<file path="src/rtl/core/lgmt_pkg.sv">
package lgmt_pkg;

  localparam int unsigned GROUPS_DEF    = 16;
  localparam int unsigned ADDRESSES_DEF = 64;

  localparam int unsigned S_TDATA_W = 112;
  localparam int unsigned S_TUSER_W = 2;
  localparam int unsigned M_TDATA_W = 16;

  localparam logic [4:0] ALL_GROUPS_CODE = 5'd16;

  localparam logic [1:0] KIND_SHORT = 2'd0;
  localparam logic [1:0] KIND_GROUP = 2'd1;

  typedef enum logic [3:0] {
    OP_CLEAR  = 4'd0,
    OP_MERGE  = 4'd1,
    OP_SEED   = 4'd2,
    OP_PICK   = 4'd3,
    OP_FORGET = 4'd4,
    OP_MOVE   = 4'd5,
    OP_COVER  = 4'd6,
    OP_ADD    = 4'd7,
    OP_REMOVE = 4'd8
  } op_e;

  typedef enum logic [1:0] {
    MS_NONE       = 2'd0,
    MS_UPDATED    = 2'd1,
    MS_UNV_ADD    = 2'd2,
    MS_UNV_REMOVE = 2'd3
  } map_status_e;

  typedef enum logic [3:0] {
    ST_IDLE,
    ST_SWEEP,
    ST_PICK_RD,
    ST_PICK_LD,
    ST_PICK_RUN,
    ST_TRK_SRC,
    ST_TRK_LD,
    ST_TRK_WR,
    ST_FIN
  } state_e;

  typedef struct packed {
    logic clr;
    logic wr_en;
    logic rd_en;
  } mem_ctl_t;

  typedef struct packed {
    logic       done;
    logic       found;
    logic [5:0] addr;
  } pick_res_t;

endpackage

</file>
<file path="src/rtl/core/lgmt_mem.sv">
module lgmt_mem #(
  parameter int unsigned GROUPS    = lgmt_pkg::GROUPS_DEF,
  parameter int unsigned ADDRESSES = lgmt_pkg::ADDRESSES_DEF,
  localparam int unsigned GW = (GROUPS > 1) ? $clog2(GROUPS) : 1
) (
  input  logic                 clk_i,
  input  logic                 rst_ni,
  input  lgmt_pkg::mem_ctl_t   ctl_i,
  input  logic [GW-1:0]        wr_idx_i,
  input  logic [ADDRESSES-1:0] wr_data_i,
  input  logic [GW-1:0]        rd_idx_i,
  output logic [ADDRESSES-1:0] rd_data_o
);
  import lgmt_pkg::*;

  logic [ADDRESSES-1:0] mem_q [GROUPS];
  logic [GROUPS-1:0]    vld_q;
  logic [ADDRESSES-1:0] rd_q;
  logic                 rd_vld_q;

  always_ff @(posedge clk_i) begin
    if (ctl_i.wr_en) begin
      mem_q[wr_idx_i] <= wr_data_i;
    end
    if (ctl_i.rd_en) begin
      rd_q <= mem_q[rd_idx_i];
    end
  end

  // An entry that was never written since the last clear reads as zero.
  always_ff @(posedge clk_i or negedge rst_ni) begin
    if (!rst_ni) begin
      vld_q    <= '0;
      rd_vld_q <= 1'b0;
    end else begin
      if (ctl_i.clr) begin
        vld_q <= '0;
      end else if (ctl_i.wr_en) begin
        vld_q[wr_idx_i] <= 1'b1;
      end
      if (ctl_i.rd_en) begin
        rd_vld_q <= vld_q[rd_idx_i];
      end
    end
  end

  assign rd_data_o = rd_vld_q ? rd_q : '0;

endmodule

</file>
<file path="src/rtl/core/lgmt_pick.sv">
module lgmt_pick #(
  parameter int unsigned ADDRESSES = lgmt_pkg::ADDRESSES_DEF
) (
  input  logic                  clk_i,
  input  logic                  rst_ni,
  input  logic                  start_i,
  input  logic [ADDRESSES-1:0]  word_i,
  output lgmt_pkg::pick_res_t   res_o
);
  import lgmt_pkg::*;

  localparam int unsigned NCH = (ADDRESSES + 7) / 8;
  localparam int unsigned CW  = (NCH > 1) ? $clog2(NCH) : 1;
  localparam int unsigned PW  = NCH * 8;

  logic            busy_q;
  logic [PW-1:0]   word_q;
  logic [CW-1:0]   cnt_q;
  pick_res_t       res_q;
  logic [7:0]      chunk;
  logic [2:0]      pos;

  assign chunk = word_q[{cnt_q, 3'b000} +: 8];

  always_comb begin
    pos = 3'd0;
    for (int i = 7; i >= 0; i--) begin
      if (chunk[i]) begin
        pos = 3'(i);
      end
    end
  end

  // One byte of the group word is examined per cycle, lowest byte first.
  always_ff @(posedge clk_i or negedge rst_ni) begin
    if (!rst_ni) begin
      busy_q <= 1'b0;
      res_q  <= '0;
      cnt_q  <= '0;
      word_q <= '0;
    end else begin
      if (start_i) begin
        busy_q     <= 1'b1;
        word_q     <= PW'(word_i);
        cnt_q      <= '0;
        res_q.done <= 1'b0;
      end else if (busy_q) begin
        if (chunk != 8'd0) begin
          busy_q      <= 1'b0;
          res_q.done  <= 1'b1;
          res_q.found <= 1'b1;
          res_q.addr  <= 6'({cnt_q, pos});
        end else if (cnt_q == CW'(NCH - 1)) begin
          busy_q      <= 1'b0;
          res_q.done  <= 1'b1;
          res_q.found <= 1'b0;
          res_q.addr  <= 6'd0;
        end else begin
          cnt_q      <= cnt_q + 1'b1;
          res_q.done <= 1'b0;
        end
      end else begin
        res_q.done <= 1'b0;
      end
    end
  end

  assign res_o = res_q;

endmodule

</file>
<file path="src/rtl/core/lighting_group_membership_table.sv">
// Lighting group membership table.
// Keeps one membership bitmap per lighting group in a one-port-read,
// one-port-write memory plus a register of verified groups. Each item on the
// slave stream is one command; exactly one result item leaves on the master
// stream for every command accepted.
// s_axis_tdata carries the command fields, s_axis_tuser the target kind.
// m_axis_tdata carries picked address, found, changed, map status, covered.
// Path per item, from accept to result valid:
//   clear, unused opcodes and commands with out-of-range operands go straight
//   to the finish step; merge, seed, forget, move and coverage sweep every
//   group entry through the memory read port, one entry per cycle; pick reads
//   its group, then scans it a byte per cycle; add and remove to group pass
//   through the source, load and write steps as their target kind needs.
// A new item is accepted on the cycle after the previous result is loaded.
// The result sits in an output register, so the next command proceeds while
// it waits; a stalled receiver holds the block only when a second result is
// ready to be loaded. Reset empties all groups, clears the verified mask and
// drops any pending result; the block is ready on the first cycle after it.
module lighting_group_membership_table #(
  parameter int unsigned GROUPS    = lgmt_pkg::GROUPS_DEF,
  parameter int unsigned ADDRESSES = lgmt_pkg::ADDRESSES_DEF
) (
  input  logic                           clk_i,
  input  logic                           rst_ni,
  input  logic                           s_axis_tvalid_i,
  output logic                           s_axis_tready_o,
  // opcode[3:0] group[8:4] address[14:9] other_address[20:15]
  // target_number[26:21] group_mask[42:27] observed[106:43]
  // complete_flag[107], zero padding above.
  input  logic [lgmt_pkg::S_TDATA_W-1:0] s_axis_tdata_i,
  // target_kind[1:0]
  input  logic [lgmt_pkg::S_TUSER_W-1:0] s_axis_tuser_i,
  output logic                           m_axis_tvalid_o,
  input  logic                           m_axis_tready_i,
  // picked_address[5:0] found[6] changed[7] map_status[9:8] covered[10],
  // zero padding above.
  output logic [lgmt_pkg::M_TDATA_W-1:0] m_axis_tdata_o
);
  import lgmt_pkg::*;

  localparam int unsigned GW = (GROUPS > 1) ? $clog2(GROUPS) : 1;

  // Command fields on the input stream.
  logic [3:0]  in_opcode;
  logic [4:0]  in_group;
  logic [5:0]  in_address;
  logic [5:0]  in_other;
  logic [5:0]  in_tnum;
  logic [15:0] in_gmask;
  logic [63:0] in_observed;
  logic        in_complete;
  logic [1:0]  in_kind;
  op_e         in_op;

  assign in_opcode   = s_axis_tdata_i[3:0];
  assign in_group    = s_axis_tdata_i[8:4];
  assign in_address  = s_axis_tdata_i[14:9];
  assign in_other    = s_axis_tdata_i[20:15];
  assign in_tnum     = s_axis_tdata_i[26:21];
  assign in_gmask    = s_axis_tdata_i[42:27];
  assign in_observed = s_axis_tdata_i[106:43];
  assign in_complete = s_axis_tdata_i[107];
  assign in_kind     = s_axis_tuser_i[1:0];
  assign in_op       = op_e'(in_opcode);

  state_e               state_q, state_d;
  op_e                  op_q;
  logic [4:0]           grp_q;
  logic [5:0]           addr_q;
  logic [5:0]           oth_q;
  logic [5:0]           tnum_q;
  logic [1:0]           kind_q;
  logic [15:0]          gmask_q;
  logic [ADDRESSES-1:0] obs_q;
  logic [GROUPS-1:0]    verified_q;
  logic [GW-1:0]        rd_idx_q;
  logic                 rd_busy_q;
  logic                 ph_vld_q;
  logic [GW-1:0]        ph_idx_q;
  logic [ADDRESSES-1:0] known_q;
  logic [ADDRESSES-1:0] aff_q;
  logic [5:0]           pick_addr_q;
  logic                 found_q;
  logic                 changed_q;
  map_status_e          status_q;
  logic                 m_tvalid_q;
  logic [M_TDATA_W-1:0] m_tdata_q;

  logic                 accept;
  logic                 in_addr_ok;
  logic                 in_oth_ok;
  logic                 in_grp_ok;
  logic                 in_ok;
  logic                 out_free;
  logic                 grp_all;
  logic [GW-1:0]        grp_idx;
  logic [GW-1:0]        src_idx;
  logic                 tnum_ok;
  logic                 src_ok;
  logic                 src_verified;
  logic                 covered;
  logic [M_TDATA_W-1:0] res_word;
  logic [ADDRESSES-1:0] abit;
  logic [ADDRESSES-1:0] obit;
  logic [ADDRESSES-1:0] tbit;
  logic [GROUPS-1:0]    dest_oh;

  mem_ctl_t             mem_ctl;
  logic [GW-1:0]        mem_rd_idx;
  logic [GW-1:0]        mem_wr_idx;
  logic [ADDRESSES-1:0] mem_wr_data;
  logic [ADDRESSES-1:0] mem_rd_data;
  logic [ADDRESSES-1:0] new_word;
  logic                 sw_hit;
  logic                 pick_start;
  pick_res_t            pick_res;
  logic                 ver_clr;
  logic                 status_set;
  map_status_e          status_val;

  assign s_axis_tready_o = (state_q == ST_IDLE);
  assign accept          = s_axis_tvalid_i && s_axis_tready_o;
  assign out_free        = !m_tvalid_q || m_axis_tready_i;

  assign in_addr_ok = {1'b0, in_address} < 7'(ADDRESSES);
  assign in_oth_ok  = {1'b0, in_other} < 7'(ADDRESSES);
  assign in_grp_ok  = in_group < 5'(GROUPS);

  always_comb begin
    unique case (in_op)
      OP_MERGE:         in_ok = in_addr_ok;
      OP_SEED:          in_ok = in_addr_ok && in_grp_ok;
      OP_PICK:          in_ok = in_grp_ok;
      OP_FORGET:        in_ok = in_addr_ok && (in_grp_ok || in_group == ALL_GROUPS_CODE);
      OP_MOVE:          in_ok = in_addr_ok && in_oth_ok && (in_address != in_other);
      OP_ADD, OP_REMOVE: in_ok = in_grp_ok;
      default:          in_ok = 1'b1;
    endcase
  end

  assign grp_all      = (grp_q == ALL_GROUPS_CODE);
  assign grp_idx      = grp_q[GW-1:0];
  assign src_idx      = tnum_q[GW-1:0];
  assign tnum_ok      = {1'b0, tnum_q} < 7'(ADDRESSES);
  assign src_ok       = tnum_q < 6'(GROUPS);
  assign src_verified = verified_q[src_idx];

  for (genvar a = 0; a < ADDRESSES; a++) begin : g_addr_dec
    assign abit[a] = (addr_q == 6'(a));
    assign obit[a] = (oth_q == 6'(a));
    assign tbit[a] = (tnum_q == 6'(a));
  end

  for (genvar g = 0; g < GROUPS; g++) begin : g_grp_dec
    assign dest_oh[g] = (grp_q == 5'(g));
  end

  lgmt_mem #(
    .GROUPS    (GROUPS),
    .ADDRESSES (ADDRESSES)
  ) u_mem (
    .clk_i     (clk_i),
    .rst_ni    (rst_ni),
    .ctl_i     (mem_ctl),
    .wr_idx_i  (mem_wr_idx),
    .wr_data_i (mem_wr_data),
    .rd_idx_i  (mem_rd_idx),
    .rd_data_o (mem_rd_data)
  );

  lgmt_pick #(
    .ADDRESSES (ADDRESSES)
  ) u_pick (
    .clk_i   (clk_i),
    .rst_ni  (rst_ni),
    .start_i (pick_start),
    .word_i  (mem_rd_data),
    .res_o   (pick_res)
  );

  always_comb begin
    state_d = state_q;
    unique case (state_q)
      ST_IDLE: begin
        if (accept) begin
          if (!in_ok) begin
            state_d = ST_FIN;
          end else begin
            unique case (in_op)
              OP_MERGE, OP_SEED, OP_FORGET, OP_MOVE, OP_COVER: state_d = ST_SWEEP;
              OP_PICK:           state_d = ST_PICK_RD;
              OP_ADD, OP_REMOVE: state_d = ST_TRK_SRC;
              default:           state_d = ST_FIN;
            endcase
          end
        end
      end
      ST_SWEEP: begin
        if (ph_vld_q && ph_idx_q == GW'(GROUPS - 1)) begin
          state_d = ST_FIN;
        end
      end
      ST_PICK_RD:  state_d = ST_PICK_LD;
      ST_PICK_LD:  state_d = ST_PICK_RUN;
      ST_PICK_RUN: begin
        if (pick_res.done) begin
          state_d = ST_FIN;
        end
      end
      ST_TRK_SRC: begin
        if (kind_q == KIND_SHORT && tnum_ok) begin
          state_d = ST_TRK_WR;
        end else if (kind_q == KIND_GROUP && src_ok && src_verified) begin
          state_d = ST_TRK_LD;
        end else begin
          state_d = ST_FIN;
        end
      end
      ST_TRK_LD: state_d = ST_TRK_WR;
      ST_TRK_WR: state_d = ST_FIN;
      ST_FIN: begin
        if (out_free) begin
          state_d = ST_IDLE;
        end
      end
      default: state_d = ST_IDLE;
    endcase
  end

  always_comb begin
    mem_ctl     = '0;
    mem_rd_idx  = '0;
    mem_wr_idx  = '0;
    mem_wr_data = '0;
    new_word    = '0;
    sw_hit      = 1'b0;
    pick_start  = 1'b0;
    ver_clr     = 1'b0;
    status_set  = 1'b0;
    status_val  = MS_NONE;
    unique case (state_q)
      ST_IDLE: begin
        mem_ctl.clr = accept && (in_op == OP_CLEAR);
      end
      ST_SWEEP: begin
        // Entry n is read while entry n-1 is written back.
        mem_ctl.rd_en = rd_busy_q;
        mem_rd_idx    = rd_idx_q;
        mem_wr_idx    = ph_idx_q;
        if (ph_vld_q) begin
          unique case (op_q)
            OP_MERGE: begin
              mem_ctl.wr_en = gmask_q[ph_idx_q];
              mem_wr_data   = mem_rd_data | abit;
            end
            OP_SEED: begin
              mem_ctl.wr_en = (grp_idx == ph_idx_q);
              mem_wr_data   = mem_rd_data | abit;
            end
            OP_FORGET: begin
              sw_hit        = (grp_all || grp_idx == ph_idx_q) && |(mem_rd_data & abit);
              mem_ctl.wr_en = sw_hit;
              mem_wr_data   = mem_rd_data & ~abit;
            end
            OP_MOVE: begin
              sw_hit        = |(mem_rd_data & abit);
              mem_ctl.wr_en = sw_hit;
              mem_wr_data   = (mem_rd_data & ~abit) | obit;
            end
            default: begin
            end
          endcase
        end
      end
      ST_PICK_RD: begin
        mem_ctl.rd_en = 1'b1;
        mem_rd_idx    = grp_idx;
      end
      ST_PICK_LD: begin
        pick_start = 1'b1;
      end
      ST_PICK_RUN: begin
      end
      ST_TRK_SRC: begin
        if (kind_q == KIND_SHORT) begin
          if (tnum_ok) begin
            mem_ctl.rd_en = 1'b1;
            mem_rd_idx    = grp_idx;
          end
        end else if (kind_q == KIND_GROUP && src_ok) begin
          if (src_verified) begin
            mem_ctl.rd_en = 1'b1;
            mem_rd_idx    = src_idx;
          end else begin
            // The source group is not fully known, so the destination no longer is.
            ver_clr    = 1'b1;
            status_set = 1'b1;
            if (op_q == OP_REMOVE) begin
              mem_ctl.wr_en = 1'b1;
              mem_wr_idx    = grp_idx;
              mem_wr_data   = '0;
              status_val    = MS_UNV_REMOVE;
            end else begin
              status_val = MS_UNV_ADD;
            end
          end
        end
      end
      ST_TRK_LD: begin
        mem_ctl.rd_en = 1'b1;
        mem_rd_idx    = grp_idx;
      end
      ST_TRK_WR: begin
        new_word      = (op_q == OP_ADD) ? (mem_rd_data | aff_q) : (mem_rd_data & ~aff_q);
        mem_ctl.wr_en = 1'b1;
        mem_wr_idx    = grp_idx;
        mem_wr_data   = new_word;
        status_set    = 1'b1;
        status_val    = (new_word != mem_rd_data) ? MS_UPDATED : MS_NONE;
      end
      ST_FIN: begin
      end
      default: begin
      end
    endcase
  end

  assign covered  = (op_q == OP_COVER) && ((known_q & ~obs_q) == '0);
  assign res_word = M_TDATA_W'({covered, status_q, changed_q, found_q, pick_addr_q});

  always_ff @(posedge clk_i or negedge rst_ni) begin
    if (!rst_ni) begin
      state_q    <= ST_IDLE;
      verified_q <= '0;
      rd_busy_q  <= 1'b0;
      rd_idx_q   <= '0;
      ph_vld_q   <= 1'b0;
      ph_idx_q   <= '0;
      m_tvalid_q <= 1'b0;
    end else begin
      state_q <= state_d;
      if (accept) begin
        rd_busy_q <= 1'b1;
        rd_idx_q  <= '0;
        ph_vld_q  <= 1'b0;
        if (in_op == OP_CLEAR) begin
          verified_q <= in_complete ? '1 : '0;
        end
      end else if (state_q == ST_SWEEP) begin
        ph_vld_q <= rd_busy_q;
        ph_idx_q <= rd_idx_q;
        if (rd_busy_q) begin
          if (rd_idx_q == GW'(GROUPS - 1)) begin
            rd_busy_q <= 1'b0;
          end else begin
            rd_idx_q <= rd_idx_q + 1'b1;
          end
        end
      end
      if (ver_clr) begin
        verified_q <= verified_q & ~dest_oh;
      end
      if (state_q == ST_FIN && out_free) begin
        m_tvalid_q <= 1'b1;
      end else if (m_axis_tready_i) begin
        m_tvalid_q <= 1'b0;
      end
    end
  end

  always_ff @(posedge clk_i) begin
    if (accept) begin
      op_q        <= in_op;
      grp_q       <= in_group;
      addr_q      <= in_address;
      oth_q       <= in_other;
      tnum_q      <= in_tnum;
      kind_q      <= in_kind;
      gmask_q     <= in_gmask;
      obs_q       <= in_observed[ADDRESSES-1:0];
      known_q     <= '0;
      pick_addr_q <= 6'd0;
      found_q     <= 1'b0;
      changed_q   <= 1'b0;
      status_q    <= MS_NONE;
    end else begin
      if (state_q == ST_SWEEP && ph_vld_q) begin
        known_q   <= known_q | mem_rd_data;
        changed_q <= changed_q | sw_hit;
      end
      if (state_q == ST_TRK_SRC) begin
        aff_q <= tbit;
      end else if (state_q == ST_TRK_LD) begin
        aff_q <= mem_rd_data;
      end
      if (status_set) begin
        status_q <= status_val;
      end
      if (state_q == ST_PICK_RUN && pick_res.done) begin
        found_q     <= pick_res.found;
        pick_addr_q <= pick_res.addr;
      end
    end
    if (state_q == ST_FIN && out_free) begin
      m_tdata_q <= res_word;
    end
  end

  assign m_axis_tvalid_o = m_tvalid_q;
  assign m_axis_tdata_o  = m_tdata_q;

  a_no_wr_rd_same_entry : assert property (@(posedge clk_i) disable iff (!rst_ni)
    (mem_ctl.wr_en && mem_ctl.rd_en) |-> (mem_wr_idx != mem_rd_idx))
    else $error("memory write and read hit the same entry in one cycle");

  a_no_clr_with_wr : assert property (@(posedge clk_i) disable iff (!rst_ni)
    mem_ctl.clr |-> !mem_ctl.wr_en)
    else $error("table clear collides with a write");

  a_accept_sweep_drained : assert property (@(posedge clk_i) disable iff (!rst_ni)
    accept |-> !ph_vld_q)
    else $error("item accepted while a sweep write is pending");

  a_result_from_fin : assert property (@(posedge clk_i) disable iff (!rst_ni)
    $rose(m_axis_tvalid_o) |-> $past(state_q == ST_FIN))
    else $error("result raised outside the finish step");

  a_pick_done_in_run : assert property (@(posedge clk_i) disable iff (!rst_ni)
    pick_res.done |-> (state_q == ST_PICK_RUN))
    else $error("pick result arrived while not waiting for it");

endmodule

</file>
<file path="config.mk">
export PLATFORM = sky130hd
export DESIGN_NAME = lighting_group_membership_table
export DESIGN_NICKNAME = d
export VERILOG_FILES = /design/src/rtl/core/lgmt_pkg.sv /design/src/rtl/core/lgmt_mem.sv /design/src/rtl/core/lgmt_pick.sv /design/src/rtl/core/lighting_group_membership_table.sv
export SDC_FILE = /design/constraint.sdc
export NUM_CORES = 2
export LEC_CHECK = 0
export ABC_AREA = 1
export BUFFER_PORTS_ARGS = -buffer_cell sky130_fd_sc_hd__buf_2
export CAP_MARGIN = 0
export CORE_AREA = 3 3 364 366
export DETAILED_ROUTE_END_ITERATION = 8
export DIE_AREA = 0 0 367 369
export PLACE_DENSITY = 0.65
export RECOVER_POWER = 50
export SLEW_MARGIN = 0
export SYNTH_ARGS = -nofsm -noshare
export SYNTH_HDL_FRONTEND = slang
export SYNTH_SLANG_ARGS = --single-unit
</file>
<file path="constraint.sdc">
create_clock -name clk_i -period 6.9 [get_ports clk_i]
set_clock_uncertainty 0.05 [all_clocks]
set_input_delay 1.38 -clock clk_i [delete_from_list [all_inputs] [get_ports clk_i]]
set_output_delay 1.38 -clock clk_i [all_outputs]
set_load 0.01 [all_outputs]
</file>
==> results.sh <==
export IMPL_htreeDepth=4
export IMPL_vias_per_cell=5.784
export IMPL_cp_required_ns=7.33
export IMPL_drt_initial_drc_count=5617
export IMPL_drtAntennaViolNets=0
export IMPL_cts_sinks=1470
export IMPL_start_kind="flip-flop"
export IMPL_vias=45922
export IMPL_gp_congestion=1.031
export IMPL_cts_clk_slew_worst_paths_ns=0.06
export IMPL_finalNetCount=6191
export IMPL_num_rows=132
export IMPL_layout_commonest_cell="nand2_1"
export IMPL_cts_path_max_buffers=3
export IMPL_grt_use_total_pct=28.23
export IMPL_synthFlopType="edfxtp_1"
export IMPL_synth_edf_count=1272
export IMPL_finalMaxSlewViolations=576
export IMPL_r2r_end="status_q[0]"
export IMPL_reg2reg_depth=11
export IMPL_wirelength_mm=193.5
export IMPL_crit_path_max_fanout=45
export IMPL_areaGrowthSynthToFinish_pct=11.12
export IMPL_synth_seq_cells=1470
export IMPL_overflow=0
export IMPL_syn_avg_cell_area_um2=10.74
export IMPL_cts_resized_gates=0
export IMPL_peakVddDrop_mv=0.2878
export IMPL_drv_cap=10
export IMPL_cts_hold_buffers=0
export IMPL_grt_pass1_vias=42599
export IMPL_cts_made_buffers=153
export IMPL_worst_pin_slew_ns=4.385
export IMPL_fin_crit_ns=6.177
export IMPL_min_to="m_axis_tdata_o[5]"
export IMPL_min_path_cells=0
export IMPL_tritoncts="built"
export IMPL_r2r_start="op_q[3]"
export IMPL_pin_count=136
export IMPL_rsz0062_at_grt="false"
export IMPL_synth_seq_area_share_pct=66.35
export IMPL_dieArea_um2=135400
export IMPL_hp_class="reg2reg"
export IMPL_dp_hpwl_mm=120.1
export IMPL_violations="max-capacitance violations, max-slew violations"
export IMPL_crit_type="reg2reg"
export IMPL_post_route_period_util_pct=89.53
export IMPL_p_leak_nw=26.59
export IMPL_grt_max_degree=185
export IMPL_rrSetupSlack_ns=0.72
export IMPL_yosys_warnings=0
export IMPL_finalInstanceArea_um2=71650
export IMPL_core_area_um2=129500
export IMPL_die_width_um=367
export IMPL_setup_viol=0
export IMPL_setup_tns_ns=0
export IMPL_max_freq_mhz=161.9
export IMPL_clock_latency_ns=0.80
export IMPL_netlist_area_um2=64480
export IMPL_drive_above_1_share_pct=7.038
export IMPL_syn_inst=6006
export IMPL_hp_start="pick_addr_q[5]"
export IMPL_place_area_um2=67050
export IMPL_initial_utilization_pct=49.80
export IMPL_arrival_ns=6.61
export IMPL_run_status="complete, but fails checks"
export IMPL_wl_per_cell_um=24.37
export IMPL_die_y_um=369
export IMPL_async_reset_ff_share_pct=8.435
export IMPL_first_pass_iters=6
export IMPL_yosysUniqueCellTypes=51
export IMPL_p_per_area_nw_per_um2=303.0
export IMPL_mostFrequentLayoutCells="1,327 x nand2_1, 1,272 x edfxtp_1, 826 x inv_1"
export IMPL_finalHoldViolations=0
export IMPL_postCtsSetupBuffers=0
export IMPL_drcViolationCount=0
export IMPL_grt_pass1_wl_mm=281.9
export IMPL_root_buffer="clkbuf_16"
export IMPL_antenna_found_initial=5
export IMPL_endpoint_kind="flip-flop"
export IMPL_io_buffers=126
export IMPL_relSlewSlack_pct=-192.3
-- synthesized netlist by cell type (all sizes together), types with 2 or more instances --
cell / n / area [um^2]
a21boi: 21 / 157.7
a21oi: 84 / 424.2
a22o: 3 / 26.28
a22oi: 25 / 187.7
a2bb2oi: 21 / 183.9
a31oi: 2 / 12.51
a32o: 36 / 360.4
and2: 2 / 12.52
buf: 198 / 1067
clkbuf: 140 / 525.5
clkinv: 3 / 11.26
dfrtp: 124 / 3103
dfxtp: 74 / 1481
edfxtp: 1272 / 38200
ha: 8 / 100.1
inv: 835 / 3134
mux2i: 6 / 60.06
nand2: 1333 / 5026
nand3: 460 / 2315
nand3b: 2 / 15.01
nand4: 41 / 256.5
nor2: 257 / 964.7
nor3: 33 / 170.2
nor4: 12 / 75.07
o211ai: 514 / 3859
o21ai: 337 / 1698
o22ai: 142 / 888.4
o31ai: 2 / 15.01
o32ai: 2 / 17.52
or4: 3 / 22.52
xnor2: 4 / 35.03
xor2: 3 / 26.28
-- critical path: stages (launching register included) --
cell and delay [ns]:
edfxtp_1 0.40, nor2_1 0.29, nand3_2 0.20, inv_1 0.81
clkbuf_1 1.87, nor2_1 0.17, o21ai_0 0.56, nand2_1 0.10
nor4_1 0.38, nand4_1 0.27, o21ai_0 0.55, a21oi_1 0.13
-- through the flow --
stage / instances / utilization, % / hold WS, ns / worst slack (ns) / total power [mW]
3_5_place_dp: 7652 / 51.79 / 0.3637 / 1.686 / 13.91
3_3_place_gp: 7652 / 51.79 / 0.3661 / 1.737 / 13.87
4_1_cts: 7937 / 55.49 / 0.3802 / 1.650 / 21.76
6_report: 7940 / 55.34 / 0.3801 / 0.7227 / 21.71
5_1_grt: 7937 / 55.33 / 0.3923 / 0.6278 / 22.51
2_1_floorplan: 6010 / - / 0.3586 / 1.171 / 12.66
-- kinds of logic (layout without fill, tap and decap cells) --
family,after synthesis,count (layout),synth area share (%)
AND/OR/NAND/NOR,2144,2144,13.75
flip-flops,1470,1470,66.35
AO/OA/AOI/OAI,1194,1194,12.21
buffers and inverters,1176,1361,7.348
adder cells (fa/ha/maj),8,8,0.1552
XOR/XNOR,7,7,0.09508
multiplexers,6,6,0.09314
other,1,8,0.005816
-- registers in the layout (all words and copies together), names as in the netlist, 2 cells and up --
name and count:
u_mem.mem_q 1024, aff_q 64, known_q 64, obs_q 64
u_mem.rd_q 64, u_pick.word_q 64, gmask_q 16, u_mem.vld_q 16
verified_q 16, m_axis_tdata_o 11, u_pick.res_o 8, addr_q 6
oth_q 6, pick_addr_q 6, tnum_q 6, grp_q 5
op_q 4, ph_idx_q 4, rd_idx_q 4, state_q 4
u_pick.cnt_q 3, kind_q 2, status_q 2
-- routing by layer --
layer / global-route usage (%) / up-vias / share of wire (%)
met1: 38.97 / 22375 / 41
li1: - / 21147 / -
met2: 44.25 / 2013 / 46
met5: 0 / - / 0
met4: 12.48 / 0 / 4.7
met3: 4.780 / 387 / 8.3
-- power breakdown --
part           internal, mW  switching [mW]  leakage (nW)
Clock                  4.43            3.46          2.34
Combinational         0.836            2.54          12.5
Sequential             10.1           0.311          11.7
Total                  15.4            6.31          26.6
-- how the worst max path moves through the flow --
stage	from	slack (ns)	end	cells after the start
after CTS	tnum_q[0]	1.65	u_mem.mem_q[8][57]	19
after detailed placement	tnum_q[0]	1.69	u_mem.mem_q[8][47]	19
after floorplan	state_q[3]	1.17	aff_q[0]	3
after global routing	op_q[3]	0.63	status_q[0]	11
final	op_q[3]	0.72	status_q[0]	11
after global placement	addr_q[0]	1.74	u_mem.mem_q[8][54]	16
-- cell type report --
cell class	instances	area, um^2
Fill cell	10876	57830
Sequential cell	1470	42780
Multi-Input combinational cell	3364	17190
Clock buffer	193	4103
Inverter	838	3163
Tap cell	1742	2180
Timing Repair Buffer	238	1530
Clock inverter	92	695.7
Antenna cell	3	7.507
Power figures use the tool's default switching activity.
